$ cat src/hdl/flmc_pkg.sv
package flmc_pkg;

  localparam int REQ_BITS  = 4;
  localparam int ARG_BITS  = 16;
  localparam int CFG_BITS  = 8;
  localparam int HOLD_BITS = 5;
  localparam int MODE_BITS = 2;
  localparam int IDX_BITS  = 2;
  localparam int GAP_BITS  = 3;

  // event codes
  localparam logic [REQ_BITS-1:0] EV_PRESS      = 4'd0;
  localparam logic [REQ_BITS-1:0] EV_RELEASE    = 4'd1;
  localparam logic [REQ_BITS-1:0] EV_CLICK1     = 4'd2;
  localparam logic [REQ_BITS-1:0] EV_CLICK2     = 4'd3;
  localparam logic [REQ_BITS-1:0] EV_CLICK3     = 4'd4;
  localparam logic [REQ_BITS-1:0] EV_CLICK4     = 4'd5;
  localparam logic [REQ_BITS-1:0] EV_HOLD       = 4'd6;
  localparam logic [REQ_BITS-1:0] EV_HOLD_REL   = 4'd7;
  localparam logic [REQ_BITS-1:0] EV_CLICK_HOLD = 4'd8;
  localparam logic [REQ_BITS-1:0] EV_TEMP_HIGH  = 4'd9;
  localparam logic [REQ_BITS-1:0] EV_TEMP_LOW   = 4'd10;
  localparam logic [REQ_BITS-1:0] EV_TICK       = 4'd11;
  localparam logic [REQ_BITS-1:0] EV_LOW_VOLT   = 4'd12;

  // light modes
  localparam logic [MODE_BITS-1:0] MODE_OFF    = 2'd0;
  localparam logic [MODE_BITS-1:0] MODE_STEADY = 2'd1;
  localparam logic [MODE_BITS-1:0] MODE_STROBE = 2'd2;

  // register indexes
  localparam logic [IDX_BITS-1:0] CFG_MAX_LEVEL = 2'd0;
  localparam logic [IDX_BITS-1:0] CFG_SCM       = 2'd1;
  localparam logic [IDX_BITS-1:0] CFG_HOLD      = 2'd2;

  localparam logic [CFG_BITS-1:0] MAX_LEVEL_RST = 8'd150;
  localparam logic [CFG_BITS-1:0] SCM_RST       = 8'd65;
  localparam logic [CFG_BITS-1:0] HOLD_RST      = 8'd24;

  localparam logic [GAP_BITS-1:0] GAP_RST        = 3'd2;
  localparam logic [GAP_BITS:0]   GAP_WRAP       = 4'd6;
  localparam logic [GAP_BITS-1:0] GAP_FAST_LIMIT = 3'd3;

  localparam logic [HOLD_BITS-1:0] BLINK_RAMP_MS = 5'd7;
  localparam logic [HOLD_BITS-1:0] BLINK_FOUR_MS = 5'd20;

  // x/6 for 8-bit x as (x*171)>>10
  localparam logic [CFG_BITS-1:0] RECIP6       = 8'd171;
  localparam int                  RECIP6_SHIFT = 10;

  typedef struct packed {
    logic load;
    logic prep;
    logic div_start;
    logic exec;
    logic out_load;
    logic out_sel;
  } flmc_cmd_t;

  typedef struct packed {
    logic need_div;
    logic div_busy;
    logic two_res;
    logic out_free;
  } flmc_stat_t;

endpackage

$ cat src/hdl/flmc_mod.sv
module flmc_mod
  import flmc_pkg::*;
(
  input  logic                clk_i,
  input  logic                rst_ni,
  input  logic                start_i,
  input  logic [ARG_BITS-1:0] dividend_i,
  input  logic [CFG_BITS-1:0] divisor_i,
  output logic                busy_o,
  output logic                rem_zero_o
);

  localparam int CNT_BITS = $clog2(ARG_BITS + 1);

  logic                busy_q, busy_d;
  logic [CNT_BITS-1:0] cnt_q, cnt_d;
  logic [ARG_BITS-1:0] quo_q;
  logic [CFG_BITS-1:0] rem_q, div_q, rem_d;
  logic [CFG_BITS:0]   trial, trial_sub;

  // restoring remainder, one dividend bit a cycle
  always_comb begin
    trial     = {rem_q, quo_q[ARG_BITS-1]};
    trial_sub = trial - {1'b0, div_q};
    if (trial >= {1'b0, div_q}) begin
      rem_d = trial_sub[CFG_BITS-1:0];
    end else begin
      rem_d = trial[CFG_BITS-1:0];
    end
  end

  always_comb begin
    busy_d = busy_q;
    cnt_d  = cnt_q;
    if (start_i) begin
      busy_d = 1'b1;
      cnt_d  = CNT_BITS'(ARG_BITS);
    end else if (busy_q) begin
      cnt_d = cnt_q - CNT_BITS'(1);
      if (cnt_q == CNT_BITS'(1)) begin
        busy_d = 1'b0;
      end
    end
  end

  always_ff @(posedge clk_i or negedge rst_ni) begin
    if (!rst_ni) begin
      busy_q <= 1'b0;
      cnt_q  <= '0;
    end else begin
      busy_q <= busy_d;
      cnt_q  <= cnt_d;
    end
  end

  always_ff @(posedge clk_i) begin
    if (start_i) begin
      quo_q <= dividend_i;
      rem_q <= '0;
      div_q <= divisor_i;
    end else if (busy_q) begin
      quo_q <= {quo_q[ARG_BITS-2:0], 1'b0};
      rem_q <= rem_d;
    end
  end

  assign busy_o     = busy_q;
  assign rem_zero_o = (rem_q == '0);

endmodule

$ cat src/hdl/flmc_datapath.sv
module flmc_datapath
  import flmc_pkg::*;
#(
  parameter int LEVEL_BITS = 8
) (
  input  logic                  clk_i,
  input  logic                  rst_ni,
  input  flmc_cmd_t             cmd_i,
  output flmc_stat_t            stat_o,
  input  logic                  cfg_we_i,
  input  logic [IDX_BITS-1:0]   cfg_idx_i,
  input  logic [CFG_BITS-1:0]   cfg_data_i,
  input  logic [REQ_BITS-1:0]   req_type_i,
  input  logic [ARG_BITS-1:0]   arg_i,
  input  logic                  out_stall_i,
  output logic                  out_valid_o,
  output logic [LEVEL_BITS-1:0] level_o,
  output logic                  flash_o,
  output logic [HOLD_BITS-1:0]  hold_ms_o,
  output logic [MODE_BITS-1:0]  mode_o,
  output logic                  unhandled_o,
  output logic                  last_o
);

  localparam int WW = (LEVEL_BITS > ARG_BITS ? LEVEL_BITS : ARG_BITS) + 1;
  typedef logic [WW-1:0]         word_t;
  typedef logic [LEVEL_BITS-1:0] lvl_t;

  localparam word_t LMAX_W = word_t'((1 << LEVEL_BITS) - 1);
  localparam word_t ONE_W  = word_t'(1);
  localparam lvl_t  LV_ONE = lvl_t'(1);

  // configuration
  logic [CFG_BITS-1:0] maxl_q, scm_q, hold_q;

  // light state
  logic [MODE_BITS-1:0] mode_q, mode_d;
  lvl_t                 cur_q, cur_d, rem_q, rem_d, tgt_q, tgt_d;
  logic                 coarse_q, coarse_d;
  logic [GAP_BITS-1:0]  gap_q, gap_d, frame_q, frame_d;

  // latched event and per-event constants
  logic [REQ_BITS-1:0]  ev_q;
  logic [ARG_BITS-1:0]  arg_q;
  logic [CFG_BITS-1:0]  step_q, sixth_q;

  logic [2*CFG_BITS-1:0] prod6;
  logic [CFG_BITS-1:0]   sixth_c, step_c, divisor_c;
  logic                  need_div;
  logic                  div_busy, rem_zero;

  // result buffer
  lvl_t                 r0_lvl_q, r1_lvl_q;
  logic                 r0_flash_q, r0_last_q, two_q;
  logic [HOLD_BITS-1:0] r0_hold_q;
  logic [MODE_BITS-1:0] r_mode_q;
  logic                 r_unh_q;

  // output register
  logic                 out_valid_q;
  lvl_t                 out_lvl_q;
  logic                 out_flash_q, out_unh_q, out_last_q;
  logic [HOLD_BITS-1:0] out_hold_q;
  logic [MODE_BITS-1:0] out_mode_q;
  logic                 out_free;

  // event step signals
  word_t               cur_w, rem_w, tgt_w, maxl_w, scm_w, step_w, arg_w;
  word_t               quarter_w, sixth_w, hold_w;
  word_t               v_w, st_lvl;
  lvl_t                r_l, st_m;
  logic [GAP_BITS:0]   g_w;
  logic [GAP_BITS-1:0] f_w;
  logic                handled, pulsed, blink, go_st;
  logic [HOLD_BITS-1:0] blink_ms, pulse_ms;

  assign prod6   = (2*CFG_BITS)'(maxl_q) * (2*CFG_BITS)'(RECIP6);
  assign sixth_c = CFG_BITS'(prod6 >> RECIP6_SHIFT);
  assign step_c  = (coarse_q && (sixth_c != '0)) ? sixth_c : 8'd1;

  assign divisor_c = (mode_q == MODE_STEADY) ? step_c : ((hold_q != '0) ? hold_q : 8'd1);
  assign need_div  = ((mode_q == MODE_STEADY) && ((ev_q == EV_HOLD) || (ev_q == EV_CLICK_HOLD)))
                  || ((mode_q == MODE_STROBE) && (ev_q == EV_HOLD));

  flmc_mod u_mod (
    .clk_i      (clk_i),
    .rst_ni     (rst_ni),
    .start_i    (cmd_i.div_start),
    .dividend_i (arg_q),
    .divisor_i  (divisor_c),
    .busy_o     (div_busy),
    .rem_zero_o (rem_zero)
  );

  assign cur_w     = word_t'(cur_q);
  assign rem_w     = word_t'(rem_q);
  assign tgt_w     = word_t'(tgt_q);
  assign maxl_w    = word_t'(maxl_q);
  assign scm_w     = word_t'(scm_q);
  assign step_w    = word_t'(step_q);
  assign arg_w     = word_t'(arg_q);
  assign quarter_w = word_t'(maxl_q >> 2);
  assign sixth_w   = word_t'(sixth_q);
  assign hold_w    = word_t'(hold_q);

  always_comb begin
    mode_d   = mode_q;
    cur_d    = cur_q;
    rem_d    = rem_q;
    tgt_d    = tgt_q;
    coarse_d = coarse_q;
    gap_d    = gap_q;
    frame_d  = frame_q;
    handled  = 1'b1;
    pulsed   = 1'b0;
    blink    = 1'b0;
    blink_ms = '0;
    pulse_ms = '0;
    go_st    = 1'b0;
    st_lvl   = '0;
    v_w      = '0;
    r_l      = '0;
    st_m     = '0;
    g_w      = '0;
    f_w      = '0;

    priority if (ev_q == EV_LOW_VOLT) begin
      if (mode_q == MODE_STROBE) begin
        go_st  = 1'b1;
        st_lvl = sixth_w;
      end else if (mode_q == MODE_STEADY) begin
        if (cur_w > ONE_W) begin
          cur_d = cur_q >> 1;
        end else begin
          mode_d = MODE_OFF;
          cur_d  = '0;
        end
      end
    end else if (mode_q == MODE_OFF) begin
      unique case (ev_q)
        EV_PRESS:    cur_d = LV_ONE;
        EV_RELEASE:  cur_d = rem_q;
        EV_CLICK1: begin
          go_st  = 1'b1;
          st_lvl = rem_w;
        end
        EV_CLICK2, EV_CLICK_HOLD: begin
          go_st  = 1'b1;
          st_lvl = maxl_w;
        end
        EV_CLICK3: begin
          frame_d = '0;
          mode_d  = MODE_STROBE;
        end
        EV_HOLD: begin
          if (arg_w >= hold_w) begin
            go_st  = 1'b1;
            st_lvl = ONE_W;
          end
        end
        EV_HOLD_REL: begin
          go_st  = 1'b1;
          st_lvl = ONE_W;
        end
        default: handled = 1'b0;
      endcase
    end else if (mode_q == MODE_STEADY) begin
      unique case (ev_q)
        EV_CLICK1: begin
          mode_d = MODE_OFF;
          cur_d  = '0;
        end
        EV_CLICK2: begin
          if (cur_w < maxl_w) begin
            rem_d = cur_q;
            tgt_d = maxl_w[LEVEL_BITS-1:0];
            cur_d = maxl_w[LEVEL_BITS-1:0];
          end else begin
            tgt_d = rem_q;
            cur_d = rem_q;
          end
        end
        EV_CLICK3: begin
          frame_d = '0;
          mode_d  = MODE_STROBE;
        end
        EV_CLICK4: begin
          coarse_d = ~coarse_q;
          blink    = 1'b1;
          blink_ms = BLINK_FOUR_MS;
          cur_d    = rem_q;
        end
        EV_HOLD: begin
          if (rem_zero) begin
            v_w = cur_w + step_w;
            r_l = (v_w < maxl_w) ? v_w[LEVEL_BITS-1:0] : maxl_w[LEVEL_BITS-1:0];
            rem_d = r_l;
            tgt_d = r_l;
            cur_d = r_l;
            if ((word_t'(r_l) == scm_w) || (word_t'(r_l) == maxl_w)) begin
              blink    = 1'b1;
              blink_ms = BLINK_RAMP_MS;
            end
          end
        end
        EV_CLICK_HOLD: begin
          if (rem_zero) begin
            v_w = cur_w - step_w;
            r_l = (cur_w > step_w) ? v_w[LEVEL_BITS-1:0] : LV_ONE;
            rem_d = r_l;
            tgt_d = r_l;
            cur_d = r_l;
            if ((word_t'(r_l) == scm_w) || (r_l == LV_ONE)) begin
              blink    = 1'b1;
              blink_ms = BLINK_RAMP_MS;
            end
          end
        end
        EV_TEMP_HIGH: begin
          if (cur_w > quarter_w) begin
            v_w = (cur_w > arg_w) ? (cur_w - arg_w) : '0;
            if (v_w < quarter_w) begin
              v_w = quarter_w;
            end
            cur_d = v_w[LEVEL_BITS-1:0];
          end
        end
        EV_TEMP_LOW: begin
          if (cur_w < tgt_w) begin
            v_w = cur_w + (arg_w >> 1);
            if (v_w > LMAX_W) begin
              v_w = LMAX_W;
            end
            if (v_w > tgt_w) begin
              v_w = tgt_w;
            end
            cur_d = v_w[LEVEL_BITS-1:0];
          end
        end
        default: handled = 1'b0;
      endcase
    end else if (mode_q == MODE_STROBE) begin
      unique case (ev_q)
        EV_TICK: begin
          if (frame_q == '0) begin
            pulsed   = 1'b1;
            pulse_ms = (gap_q < GAP_FAST_LIMIT) ? 5'd0 : 5'd1;
          end
          f_w = frame_q + GAP_BITS'(1);
          if (f_w > gap_q) begin
            f_w = '0;
          end
          frame_d = f_w;
        end
        EV_CLICK1: begin
          mode_d = MODE_OFF;
          cur_d  = '0;
        end
        EV_CLICK2: begin
          go_st  = 1'b1;
          st_lvl = rem_w;
        end
        EV_HOLD: begin
          if (rem_zero) begin
            g_w = {1'b0, gap_q} + (GAP_BITS+1)'(1);
            if (g_w >= GAP_WRAP) begin
              g_w = g_w - GAP_WRAP;
            end
            gap_d   = g_w[GAP_BITS-1:0];
            frame_d = '0;
          end
        end
        default: handled = 1'b0;
      endcase
    end else begin
      handled = 1'b0;
    end

    if (go_st) begin
      st_m = st_lvl[LEVEL_BITS-1:0];
      if ((word_t'(st_m) > ONE_W) && (word_t'(st_m) < maxl_w)) begin
        rem_d = st_m;
      end
      tgt_d  = st_m;
      cur_d  = st_m;
      mode_d = MODE_STEADY;
    end
  end

  always_ff @(posedge clk_i or negedge rst_ni) begin
    if (!rst_ni) begin
      maxl_q <= MAX_LEVEL_RST;
      scm_q  <= SCM_RST;
      hold_q <= HOLD_RST;
    end else if (cfg_we_i) begin
      unique case (cfg_idx_i)
        CFG_MAX_LEVEL: maxl_q <= cfg_data_i;
        CFG_SCM:       scm_q  <= cfg_data_i;
        CFG_HOLD:      hold_q <= cfg_data_i;
        default: ;
      endcase
    end
  end

  always_ff @(posedge clk_i or negedge rst_ni) begin
    if (!rst_ni) begin
      mode_q   <= MODE_OFF;
      cur_q    <= '0;
      rem_q    <= lvl_t'(SCM_RST);
      tgt_q    <= '0;
      coarse_q <= 1'b0;
      gap_q    <= GAP_RST;
      frame_q  <= '0;
    end else if (cmd_i.exec) begin
      mode_q   <= mode_d;
      cur_q    <= cur_d;
      rem_q    <= rem_d;
      tgt_q    <= tgt_d;
      coarse_q <= coarse_d;
      gap_q    <= gap_d;
      frame_q  <= frame_d;
    end
  end

  always_ff @(posedge clk_i) begin
    if (cmd_i.load) begin
      ev_q  <= req_type_i;
      arg_q <= arg_i;
    end
    if (cmd_i.prep) begin
      step_q  <= step_c;
      sixth_q <= sixth_c;
    end
    if (cmd_i.exec) begin
      r_mode_q <= mode_d;
      r_unh_q  <= ~handled;
      r1_lvl_q <= cur_d;
      two_q    <= blink & ~pulsed;
      if (pulsed) begin
        r0_lvl_q   <= '0;
        r0_flash_q <= 1'b1;
        r0_hold_q  <= pulse_ms;
        r0_last_q  <= 1'b1;
      end else if (blink) begin
        r0_lvl_q   <= '0;
        r0_flash_q <= 1'b0;
        r0_hold_q  <= blink_ms;
        r0_last_q  <= 1'b0;
      end else begin
        r0_lvl_q   <= cur_d;
        r0_flash_q <= 1'b0;
        r0_hold_q  <= '0;
        r0_last_q  <= 1'b1;
      end
    end
  end

  assign out_free = ~out_valid_q | ~out_stall_i;

  always_ff @(posedge clk_i or negedge rst_ni) begin
    if (!rst_ni) begin
      out_valid_q <= 1'b0;
    end else if (cmd_i.out_load) begin
      out_valid_q <= 1'b1;
    end else if (!out_stall_i) begin
      out_valid_q <= 1'b0;
    end
  end

  always_ff @(posedge clk_i) begin
    if (cmd_i.out_load) begin
      out_mode_q <= r_mode_q;
      out_unh_q  <= r_unh_q;
      if (cmd_i.out_sel) begin
        out_lvl_q   <= r1_lvl_q;
        out_flash_q <= 1'b0;
        out_hold_q  <= '0;
        out_last_q  <= 1'b1;
      end else begin
        out_lvl_q   <= r0_lvl_q;
        out_flash_q <= r0_flash_q;
        out_hold_q  <= r0_hold_q;
        out_last_q  <= r0_last_q;
      end
    end
  end

  assign stat_o.need_div = need_div;
  assign stat_o.div_busy = div_busy;
  assign stat_o.two_res  = two_q;
  assign stat_o.out_free = out_free;

  assign out_valid_o = out_valid_q;
  assign level_o     = out_lvl_q;
  assign flash_o     = out_flash_q;
  assign hold_ms_o   = out_hold_q;
  assign mode_o      = out_mode_q;
  assign unhandled_o = out_unh_q;
  assign last_o      = out_last_q;

endmodule

$ cat src/hdl/flmc_ctrl.sv
module flmc_ctrl
  import flmc_pkg::*;
(
  input  logic       clk_i,
  input  logic       rst_ni,
  input  logic       in_valid_i,
  output logic       in_stall_o,
  input  flmc_stat_t stat_i,
  output flmc_cmd_t  cmd_o
);

  typedef enum logic [5:0] {
    ST_IDLE  = 6'b000001,
    ST_PREP  = 6'b000010,
    ST_DIV   = 6'b000100,
    ST_EXEC  = 6'b001000,
    ST_SEND0 = 6'b010000,
    ST_SEND1 = 6'b100000
  } state_e;

  state_e state_q, state_d;
  logic   accept;

  assign in_stall_o = (state_q != ST_IDLE);
  assign accept     = in_valid_i & ~in_stall_o;

  always_comb begin
    state_d = state_q;
    cmd_o   = '0;
    unique case (state_q)
      ST_IDLE: begin
        cmd_o.load = accept;
        if (accept) begin
          state_d = ST_PREP;
        end
      end
      ST_PREP: begin
        cmd_o.prep      = 1'b1;
        cmd_o.div_start = stat_i.need_div;
        state_d         = stat_i.need_div ? ST_DIV : ST_EXEC;
      end
      ST_DIV: begin
        if (!stat_i.div_busy) begin
          state_d = ST_EXEC;
        end
      end
      ST_EXEC: begin
        cmd_o.exec = 1'b1;
        state_d    = ST_SEND0;
      end
      ST_SEND0: begin
        if (stat_i.out_free) begin
          cmd_o.out_load = 1'b1;
          state_d        = stat_i.two_res ? ST_SEND1 : ST_IDLE;
        end
      end
      ST_SEND1: begin
        if (stat_i.out_free) begin
          cmd_o.out_load = 1'b1;
          cmd_o.out_sel  = 1'b1;
          state_d        = ST_IDLE;
        end
      end
      default: state_d = ST_IDLE;
    endcase
  end

  always_ff @(posedge clk_i or negedge rst_ni) begin
    if (!rst_ni) begin
      state_q <= ST_IDLE;
    end else begin
      state_q <= state_d;
    end
  end

endmodule

$ cat src/hdl/flashlight_mode_controller.sv
// channel   direction  handshake                word
// input     in         in_valid_i / in_stall_o  req_type_i, arg_i
// output    out        out_valid_o / out_stall_i level_o, flash_o, hold_ms_o, mode_o,
//                                               unhandled_o, last_o
// config    in         cfg_we_i                 cfg_idx_i, cfg_data_i
//
// an accepted word passes prep, exec and send0 before its first result is in the
// output register; steady hold and click-hold, and strobe hold, also pass the div
// state of the 16-step remainder unit; a second result (blink then level) is sent
// from send1; the next word is taken once the last result sits in the output register
// rst_ni clears mode, current and target level and loads memo and register defaults
// out_stall_i holds the output register; input stays stalled until results are handed on
module flashlight_mode_controller
  import flmc_pkg::*;
#(
  parameter int LEVEL_BITS = 8
) (
  input  logic                  clk_i,
  input  logic                  rst_ni,
  input  logic                  cfg_we_i,
  input  logic [IDX_BITS-1:0]   cfg_idx_i,
  input  logic [CFG_BITS-1:0]   cfg_data_i,
  input  logic                  in_valid_i,
  output logic                  in_stall_o,
  input  logic [REQ_BITS-1:0]   req_type_i,
  input  logic [ARG_BITS-1:0]   arg_i,
  output logic                  out_valid_o,
  input  logic                  out_stall_i,
  output logic [LEVEL_BITS-1:0] level_o,
  output logic                  flash_o,
  output logic [HOLD_BITS-1:0]  hold_ms_o,
  output logic [MODE_BITS-1:0]  mode_o,
  output logic                  unhandled_o,
  output logic                  last_o
);

  flmc_cmd_t  cmd;
  flmc_stat_t stat;

  flmc_ctrl u_ctrl (
    .clk_i      (clk_i),
    .rst_ni     (rst_ni),
    .in_valid_i (in_valid_i),
    .in_stall_o (in_stall_o),
    .stat_i     (stat),
    .cmd_o      (cmd)
  );

  flmc_datapath #(
    .LEVEL_BITS (LEVEL_BITS)
  ) u_datapath (
    .clk_i       (clk_i),
    .rst_ni      (rst_ni),
    .cmd_i       (cmd),
    .stat_o      (stat),
    .cfg_we_i    (cfg_we_i),
    .cfg_idx_i   (cfg_idx_i),
    .cfg_data_i  (cfg_data_i),
    .req_type_i  (req_type_i),
    .arg_i       (arg_i),
    .out_stall_i (out_stall_i),
    .out_valid_o (out_valid_o),
    .level_o     (level_o),
    .flash_o     (flash_o),
    .hold_ms_o   (hold_ms_o),
    .mode_o      (mode_o),
    .unhandled_o (unhandled_o),
    .last_o      (last_o)
  );

endmodule

$ cat config.mk
export PLATFORM = sky130hd
export DESIGN_NAME = flashlight_mode_controller
export DESIGN_NICKNAME = d
export VERILOG_FILES = /design/src/hdl/flmc_pkg.sv /design/src/hdl/flmc_mod.sv /design/src/hdl/flmc_datapath.sv /design/src/hdl/flmc_ctrl.sv /design/src/hdl/flashlight_mode_controller.sv
export SDC_FILE = /design/constraint.sdc
export NUM_CORES = 1
export LEC_CHECK = 0
export BUFFER_PORTS_ARGS = -buffer_cell sky130_fd_sc_hd__buf_2
export CORE_UTILIZATION = 50
export CTS_CLUSTER_SIZE = 14
export DETAILED_ROUTE_END_ITERATION = 8
export PLACE_DENSITY = 0.77
export SLEW_MARGIN = 20
export SYNTH_ARGS = -nofsm -noshare
export SYNTH_HDL_FRONTEND = slang
export SYNTH_HIERARCHICAL = 1
export SYNTH_SLANG_ARGS = --single-unit
$ cat constraint.sdc
create_clock -name clk_i -period 4.3 [get_ports clk_i]
set_input_delay 0.86 -clock clk_i [delete_from_list [all_inputs] [get_ports clk_i]]
set_output_delay 0.86 -clock clk_i [all_outputs]
set_load 0.02 [all_outputs]
[Word level (Yosys, flattened, before mapping)]
Index checks and enable logic that the tools add are counted.
Cells by class
  order comparisons: 17
  $add $sub $neg: 9
  reductions and logical operators: 34
  divide/modulo/power cells: 0
  equal/unequal tests: 38
  bitwise gates (word level): 12
  shift-type cells: 0
  multiplexer cells: 146
  multiply operators: 1
Operators by type and width (count)
  $mux W8: 40
  $mux W17: 7
  $mux W5: 15
  $pmux W8 S7: 1
  $pmux W8 S3: 2
  $mux W6: 7
  $mux W1: 40
  $pmux W6 S6: 1
  $mux W16: 2
  $pmux W8 S4: 1
  $mux W3: 9
  $eq A8 B8 Y1: 3
  $lt A8 B8 Y1: 3
  $mux W2: 12
  $eq A4 B4 Y1 const B: 5
  $gt A17 B8 Y1: 1
  $gt A17 B8 Y1 const B: 1
  $lt A17 B6 Y1: 1
  $lt A17 B8 Y1: 1
  $sub A8 B16 Y17: 1
  $add A8 B15 Y16: 1
  $eq A4 B3 Y1 const B: 4
  $ge A16 B8 Y1: 1
  $gt A8 B1 Y1 const B: 2
  other kinds (59): 96
Word-level totals
  output and inout bits: 20
  bits in registers: 181
  RAM bits: 0
  ROM bits: 0
  memories kept: 0
  logic and storage cells: 292
  latch bits: 0
  input port bits: 35

[Longest topological paths before layout]
  depth after elaboration: 16
  mapped depth: 19
  depth with buffers taken out: 18

[By module]
Netlist, hierarchy kept.
By module, submodules not included
  flmc_datapath: times used 1, cells each 1445, sequential area each 3717.3 um^2, area an instance 12643.4 um^2
  flmc_mod: times used 1, cells each 178, sequential area each 1031.0 um^2, area an instance 2062.0 um^2
  flmc_ctrl: times used 1, cells each 49, sequential area each 151.4 um^2, area an instance 420.4 um^2

[Least setup slack after synthesis]
Ideal clock, no wire load.
  kind: register to register
  start point: reg u_datapath.cur_q[1]
  end point: reg u_datapath.r0_lvl_q[0] (data pin)
  buffers on the path: 1
  period minus slack after synthesis: 4.631 ns
  path slack: -0.331 ns
  setup time: 0.286 ns
  cell stages (with the launch flop): 17
  required time: 4.014 ns
  arrival: 4.344 ns
  cell sequence: dfrtp_1 ha_1 nor2b_1 o31ai_1 a211oi_1 o211ai_1 clkbuf_1 nor2_1 ha_1 nand3_1 or4b_2 nor4b_2 o21a_1 a22oi_1 o22ai_1 o31ai_4 nor3_1
Between the ends
  cells in the longest elaborated chain, start to end: 16
  elaborated cells between the ends (all ways): 53
  those cells by class: 4 x add/sub; 10 x order compare; 4 x eq/ne; 32 x mux; 3 x reduce/logical
RTL lines
  from (decl): RTL line flmc_datapath.sv:38  | lvl_t cur_q, cur_d, rem_q, rem_d, tgt_q, tgt_d;
  from (signal assigned): RTL line flmc_datapath.sv:316  | cur_q <= cur_d;
  $add A8 B15 Y16: RTL line flmc_datapath.sv:230  | v_w = cur_w + (arg_w >> 1);
  $gt A17 B8 Y1: RTL line flmc_datapath.sv:231  | if (v_w > LMAX_W) begin
  $mux W17: RTL line flmc_datapath.sv:231
  $mux W17: RTL line flmc_datapath.sv:229  | if (cur_w < tgt_w) begin
  $mux W17: RTL line flmc_datapath.sv:168  | unique case (ev_q)
  $mux W17: RTL line flmc_datapath.sv:167  | end else if (mode_q == MODE_STEADY) begin
  $mux W17: RTL line flmc_datapath.sv:139  | end else if (mode_q == MODE_OFF) begin
  $mux W17: RTL line flmc_datapath.sv:127  | priority if (ev_q == EV_LOW_VOLT) begin
  $gt A17 B8 Y1: RTL line flmc_datapath.sv:234  | if (v_w > tgt_w) begin
  $mux W8: RTL line flmc_datapath.sv:234
  $mux W8: RTL line flmc_datapath.sv:229
  $pmux W8 S7: RTL line flmc_datapath.sv:168
  $mux W8: RTL line flmc_datapath.sv:167
  $mux W8: RTL line flmc_datapath.sv:139
  $mux W8: RTL line flmc_datapath.sv:127
  $mux W8: RTL line flmc_datapath.sv:279  | if (go_st) begin
  to (signal assigned): RTL line flmc_datapath.sv:350  | r0_lvl_q <= cur_d;
  to (decl): RTL line flmc_datapath.sv:53  | lvl_t r0_lvl_q, r1_lvl_q;
Parallel ways exist; a longest one is shown, timed or not. The select of a mux whose other input is x is not followed.
A chain may end at the register's enable or synchronous reset.

[Worst setup path in the final report]
  start point: reg u_datapath.cur_q[3]
  end point: reg u_datapath.r0_lvl_q[6] (data pin)
Between the ends
  cells in the longest elaborated chain, start to end: 16
  elaborated cells between the ends (all ways): 53
  those cells by class: 4 x add/sub; 10 x order compare; 4 x eq/ne; 32 x mux; 3 x reduce/logical
RTL lines (RTL line)
  $add A8 B15 Y16: flmc_datapath.sv:230
  $gt A17 B8 Y1: flmc_datapath.sv:231
  $mux W17: flmc_datapath.sv:231
  $mux W17: flmc_datapath.sv:229
  $mux W17: flmc_datapath.sv:168
  $mux W17: flmc_datapath.sv:167
  $mux W17: flmc_datapath.sv:139
  $mux W17: flmc_datapath.sv:127
  $gt A17 B8 Y1: flmc_datapath.sv:234
  $mux W8: flmc_datapath.sv:234
  $mux W8: flmc_datapath.sv:229
  $pmux W8 S7: flmc_datapath.sv:168
  $mux W8: flmc_datapath.sv:167
  $mux W8: flmc_datapath.sv:139
  $mux W8 (*): flmc_datapath.sv:127
  $mux W8 (*): flmc_datapath.sv:279
  via u_datapath.cur_d[6]: flmc_datapath.sv:38
The timed path passes the listed nets; every way through them passes the cells marked *. The select of a mux whose other input is x is not followed.

==> impl_metrics.tcl <==
set metrics [dict create \
    final-seq-area_um2 4910 \
    yosysSeqAreaShare_pct 32.4 \
    num_rows 63 \
    vias 15104 \
    multi_input_comb_area_um2 10300 \
    powerDensity_nw_per_um2 782 \
    worst_slack_ps -250 \
    synth-seq-cells 177 \
    irDropWorstVdd_mv 0.485 \
    start_util_pct 50.9 \
    cap_violations 0 \
    pwr-share-clk_pct 10.8 \
    hold_viol 0 \
    async_reset_ff_share_pct 39.5 \
    cp_data_required_time_ps 4470 \
    fillCellCount 2391 \
    syn_inst 1672 \
    worstSetupPathType "reg -> reg" \
    max_slew_margin_pct 34.9 \
    clock_skew_ps 17.3 \
    start_kind "flop" \
    first_pass_iters 7 \
    port_buffers 53 \
    violations "negative setup slack" \
    synth_edf_count 99 \
    grt_pass1_vias 14388 \
    clkTransAtPathRegs_ps 70 \
    drc 0 \
    overflow 0 \
    cts_tree "built" \
    p_int_mw 7.80 \
    clk_latency_ps 460 \
    core_area_um2 29700 \
    grt_max_degree 71 \
    antenna_found_initial 6 \
    viasPerCell 6.48 \
    synth_area_leader_cell "edfxtp_1" \
    post-dp-hpwl_mm 42.2 \
    cp.arrival_ps 4720 \
    gp_congestion 1.11 \
    status "finished, violations left" \
    fin_nets 2121 \
    switchingPower_mw 7.19 \
    synth_warnings 6 \
    path_max_fanout 7 \
    wl_mm 57.7 \
    mappedNetlistArea_um2 15100 \
    die_area_um2 31000 \
    tightest_slew_ps 952 \
    cts-root-buf "clkbuf_16" \
    p_comb_share_pct 70.6 \
    drive_gt1_share_pct 30.2 \
    timing.fmax_ghz 0.220 \
    power_leakage_nw 8.08 \
    syn-num-nets 1865 \
    grt_pass1_wl_mm 85.2 \
    endpoint_kind "flop" \
    detail-route-antenna-nets 0 \
    period_minus_slack_ps 4550 \
    pwr-share-seq_pct 18.6 \
    grtUsageTotal_pct 36.8 \
    cts.sinks 177 \
    wl_per_cell_um 24.7 \
    timing.final.crit_share_pct 106 \
    area.growth.synth_to_final_pct 26.8 \
    drt_iter0_markers 1698 \
    synth_ff_type "edfxtp_1" \
    dp_slack_ps -493 \
    synthTopCellsByArea "edfxtp_1 20%, ha_1 12%, dfrtp_1 9.6%" \
    die_width_um 176 \
    syn-mean-instance-area_um2 9.05 \
    numCtsBuffers 17 \
    switching_share_pct 48.0 \
    htreeDepth 4 \
    synth_top_area_share_pct 19.7 \
    setup_tns_ps -3690 \
    synth_cell_types 107 \
    hold_class "reg -> reg" \
    die_h_um 176 \
    rsz0062_at_grt "yes" \
    cts_buffer_depth 2 \
    finalSetupViolations 33 \
    maxSlewViolCount 0 \
    io_pins 55 \
]
==> worst max-delay path, stage by stage (launching register included) <==
cell,delay (ps)
dfrtp_2,510
ha_2,390
o21ai_0,210
o21a_4,290
a2111oi_4,350
buf_4,180
nor2_4,40
or2_4,250
ha_4,270
nor2b_4,130
o21ai_2,70
a31oi_1,200
o21ai_2,70
buf_6,130
buf_6,130
nor2_4,120
a211oi_4,50
a311oi_2,400
a31oi_2,250
nor3b_2,220
==> cell type report <==
class,instances,share of cell area (%)
Tap cell,390,2.54
Inverter,129,2.56
Clock inverter,14,0.894
Antenna cell,1,0.0130
Multi-Input combinational cell,1282,53.6
Timing Repair Buffer,320,12.5
Sequential cell,177,25.6
Timing Repair inverter,1,0.0261
Clock buffer,18,2.29
==> placed cells by master (no fill, tap or decap), types with 21 or more instances in the layout <==
cell	instances
buf_4	242
nor2_1	130
inv_1	125
ha_1	124
nand2_1	117
edfxtp_1	99
o21ai_0	86
a21oi_1	79
buf_2	53
dfrtp_1	53
mux2_2	42
nand2b_1	31
nand3_1	31
nor3_1	31
xnor2_1	31
nor2b_1	27
a21o_1	26
buf_6	21
a211oi_1	21
==> power by group through the flow <==
| stage | Combinational [mW] | Clock, mW | Sequential, mW |
|---|---|---|---|
| 3_3_place_gp | 8.59 | 0 | 2.78 |
| 3_5_place_dp | 8.76 | 0 | 2.79 |
| 4_1_cts | 9.31 | 1.65 | 2.76 |
| 6_report | 10.6 | 1.62 | 2.79 |
| 2_1_floorplan | 5.46 | 0 | 2.57 |
| 5_1_grt | 11.2 | 1.71 | 2.80 |
==> timing repair <==
action | 4_1_cts | 5_1_grt
hold buffers | 0 | 0
gates cloned | 0 | 1
setup buffers | 18 | 20
pin swaps | 59 | 73
setup endpoints to repair | 35 | 53
hold endpoints to repair | 0 | 0
resized for setup | 74 | 119
==> flip-flops by register name, indices dropped and copies added (netlist names), 8 cells and up <==
signal                  flops
u_datapath/rem_q            8
u_datapath/r1_lvl_q         8
u_datapath/u_mod/div_q      8
u_datapath/u_mod/quo_q     16
u_datapath/maxl_q           8
u_datapath/level_o          8
u_datapath/u_mod/rem_q      8
u_datapath/arg_q           16
u_datapath/scm_q            8
u_datapath/r0_lvl_q         8
u_datapath/cur_q            8
u_datapath/hold_q           8
u_datapath/tgt_q            8
==> kinds of logic (layout without fill, tap and decap cells) <==
group           count (synthesis)  in the layout  share of synthesized area [%]
simple gates                  522            522                           17.9
compound gates                490            490                           22.6
buf+inv                       213            482                           5.83
flops                         177            177                           32.4
fa+ha+maj                     158            158                           13.9
mux                            59             59                           4.28
xor+xnor                       52             52                           3.01
other cells                     1              2                         0.0248
==> synthesized netlist by cell type, types with 7 or more instances <==
master,n
buf_1,7
a22oi_1,9
xor2_1,19
nor3b_1,12
mux2i_1,14
ha_1,141
a221o_1,9
o221ai_1,7
nor3_1,34
a211oi_1,27
nand2_1,117
a21o_1,27
nor2b_1,30
nand3_1,36
o22ai_1,19
or4_1,7
a21oi_1,92
nor4_1,18
nor2_1,135
or3_1,7
o21ai_0,104
a2111oi_0,10
dfxtp_1,8
a221oi_1,8
or2_2,7
o21a_1,18
nand3b_1,11
a311oi_1,8
and2_1,17
edfxtp_1,99
o2111ai_1,7
dfrtp_1,58
o31ai_1,16
nand4_1,16
buf_2,13
nand2b_1,31
dfstp_2,12
inv_1,127
a31oi_1,25
o211ai_1,20
clkbuf_1,52
fa_1,17
mux2_2,45
and3_1,12
xnor2_1,33
==> layer usage <==
layer  global-route usage, %  routed length (um)  vias up
met5                       0                  29        -
met4                    17.4                3060        4
met3                    7.58                5850      224
met2                    57.3               25700      919
met1                    48.8               23100     7211
li1                        -                   -     6746
==> path summary, 6_finish.rpt <==
check | depth (start not counted) | endpoint | start | slack, ps
worst max-delay path | 19 | u_datapath/r0_lvl_q[6]$_SDFFCE_PP0P_ | u_datapath/cur_q[3]$_DFFE_PN0P_ | -250
worst min-delay path | 0 | u_datapath/unhandled_o$_DFFE_PP_ | u_datapath/r_unh_q$_DFFE_PP_ | 420
worst max register to register | 19 | u_datapath/r0_lvl_q[6]$_SDFFCE_PP0P_ | u_datapath/cur_q[3]$_DFFE_PN0P_ | -250
worst min register to register | 0 | u_datapath/unhandled_o$_DFFE_PP_ | u_datapath/r_unh_q$_DFFE_PP_ | 420
max in group asynchronous | 1 | u_datapath/cur_q[3]$_DFFE_PN0P_ | rst_ni | 3270
min in group asynchronous | 1 | u_datapath/scm_q[7]$_DFFE_PN0P_ | rst_ni | 470
==> per-stage QoR <==
stage	power (mW)	hold WS [ps]	area, um^2	cells	util (%)
2_1_floorplan	8.03	400	15200	1672	-
3_3_place_gp	11.4	403	17300	2264	58.3
3_5_place_dp	11.5	405	17300	2264	58.3
4_1_cts	13.7	422	18400	2313	62.0
5_1_grt	15.8	433	19200	2331	64.5
6_report	15.0	421	19200	2332	64.5
Note: power is estimated with default switching activity, not from simulation.
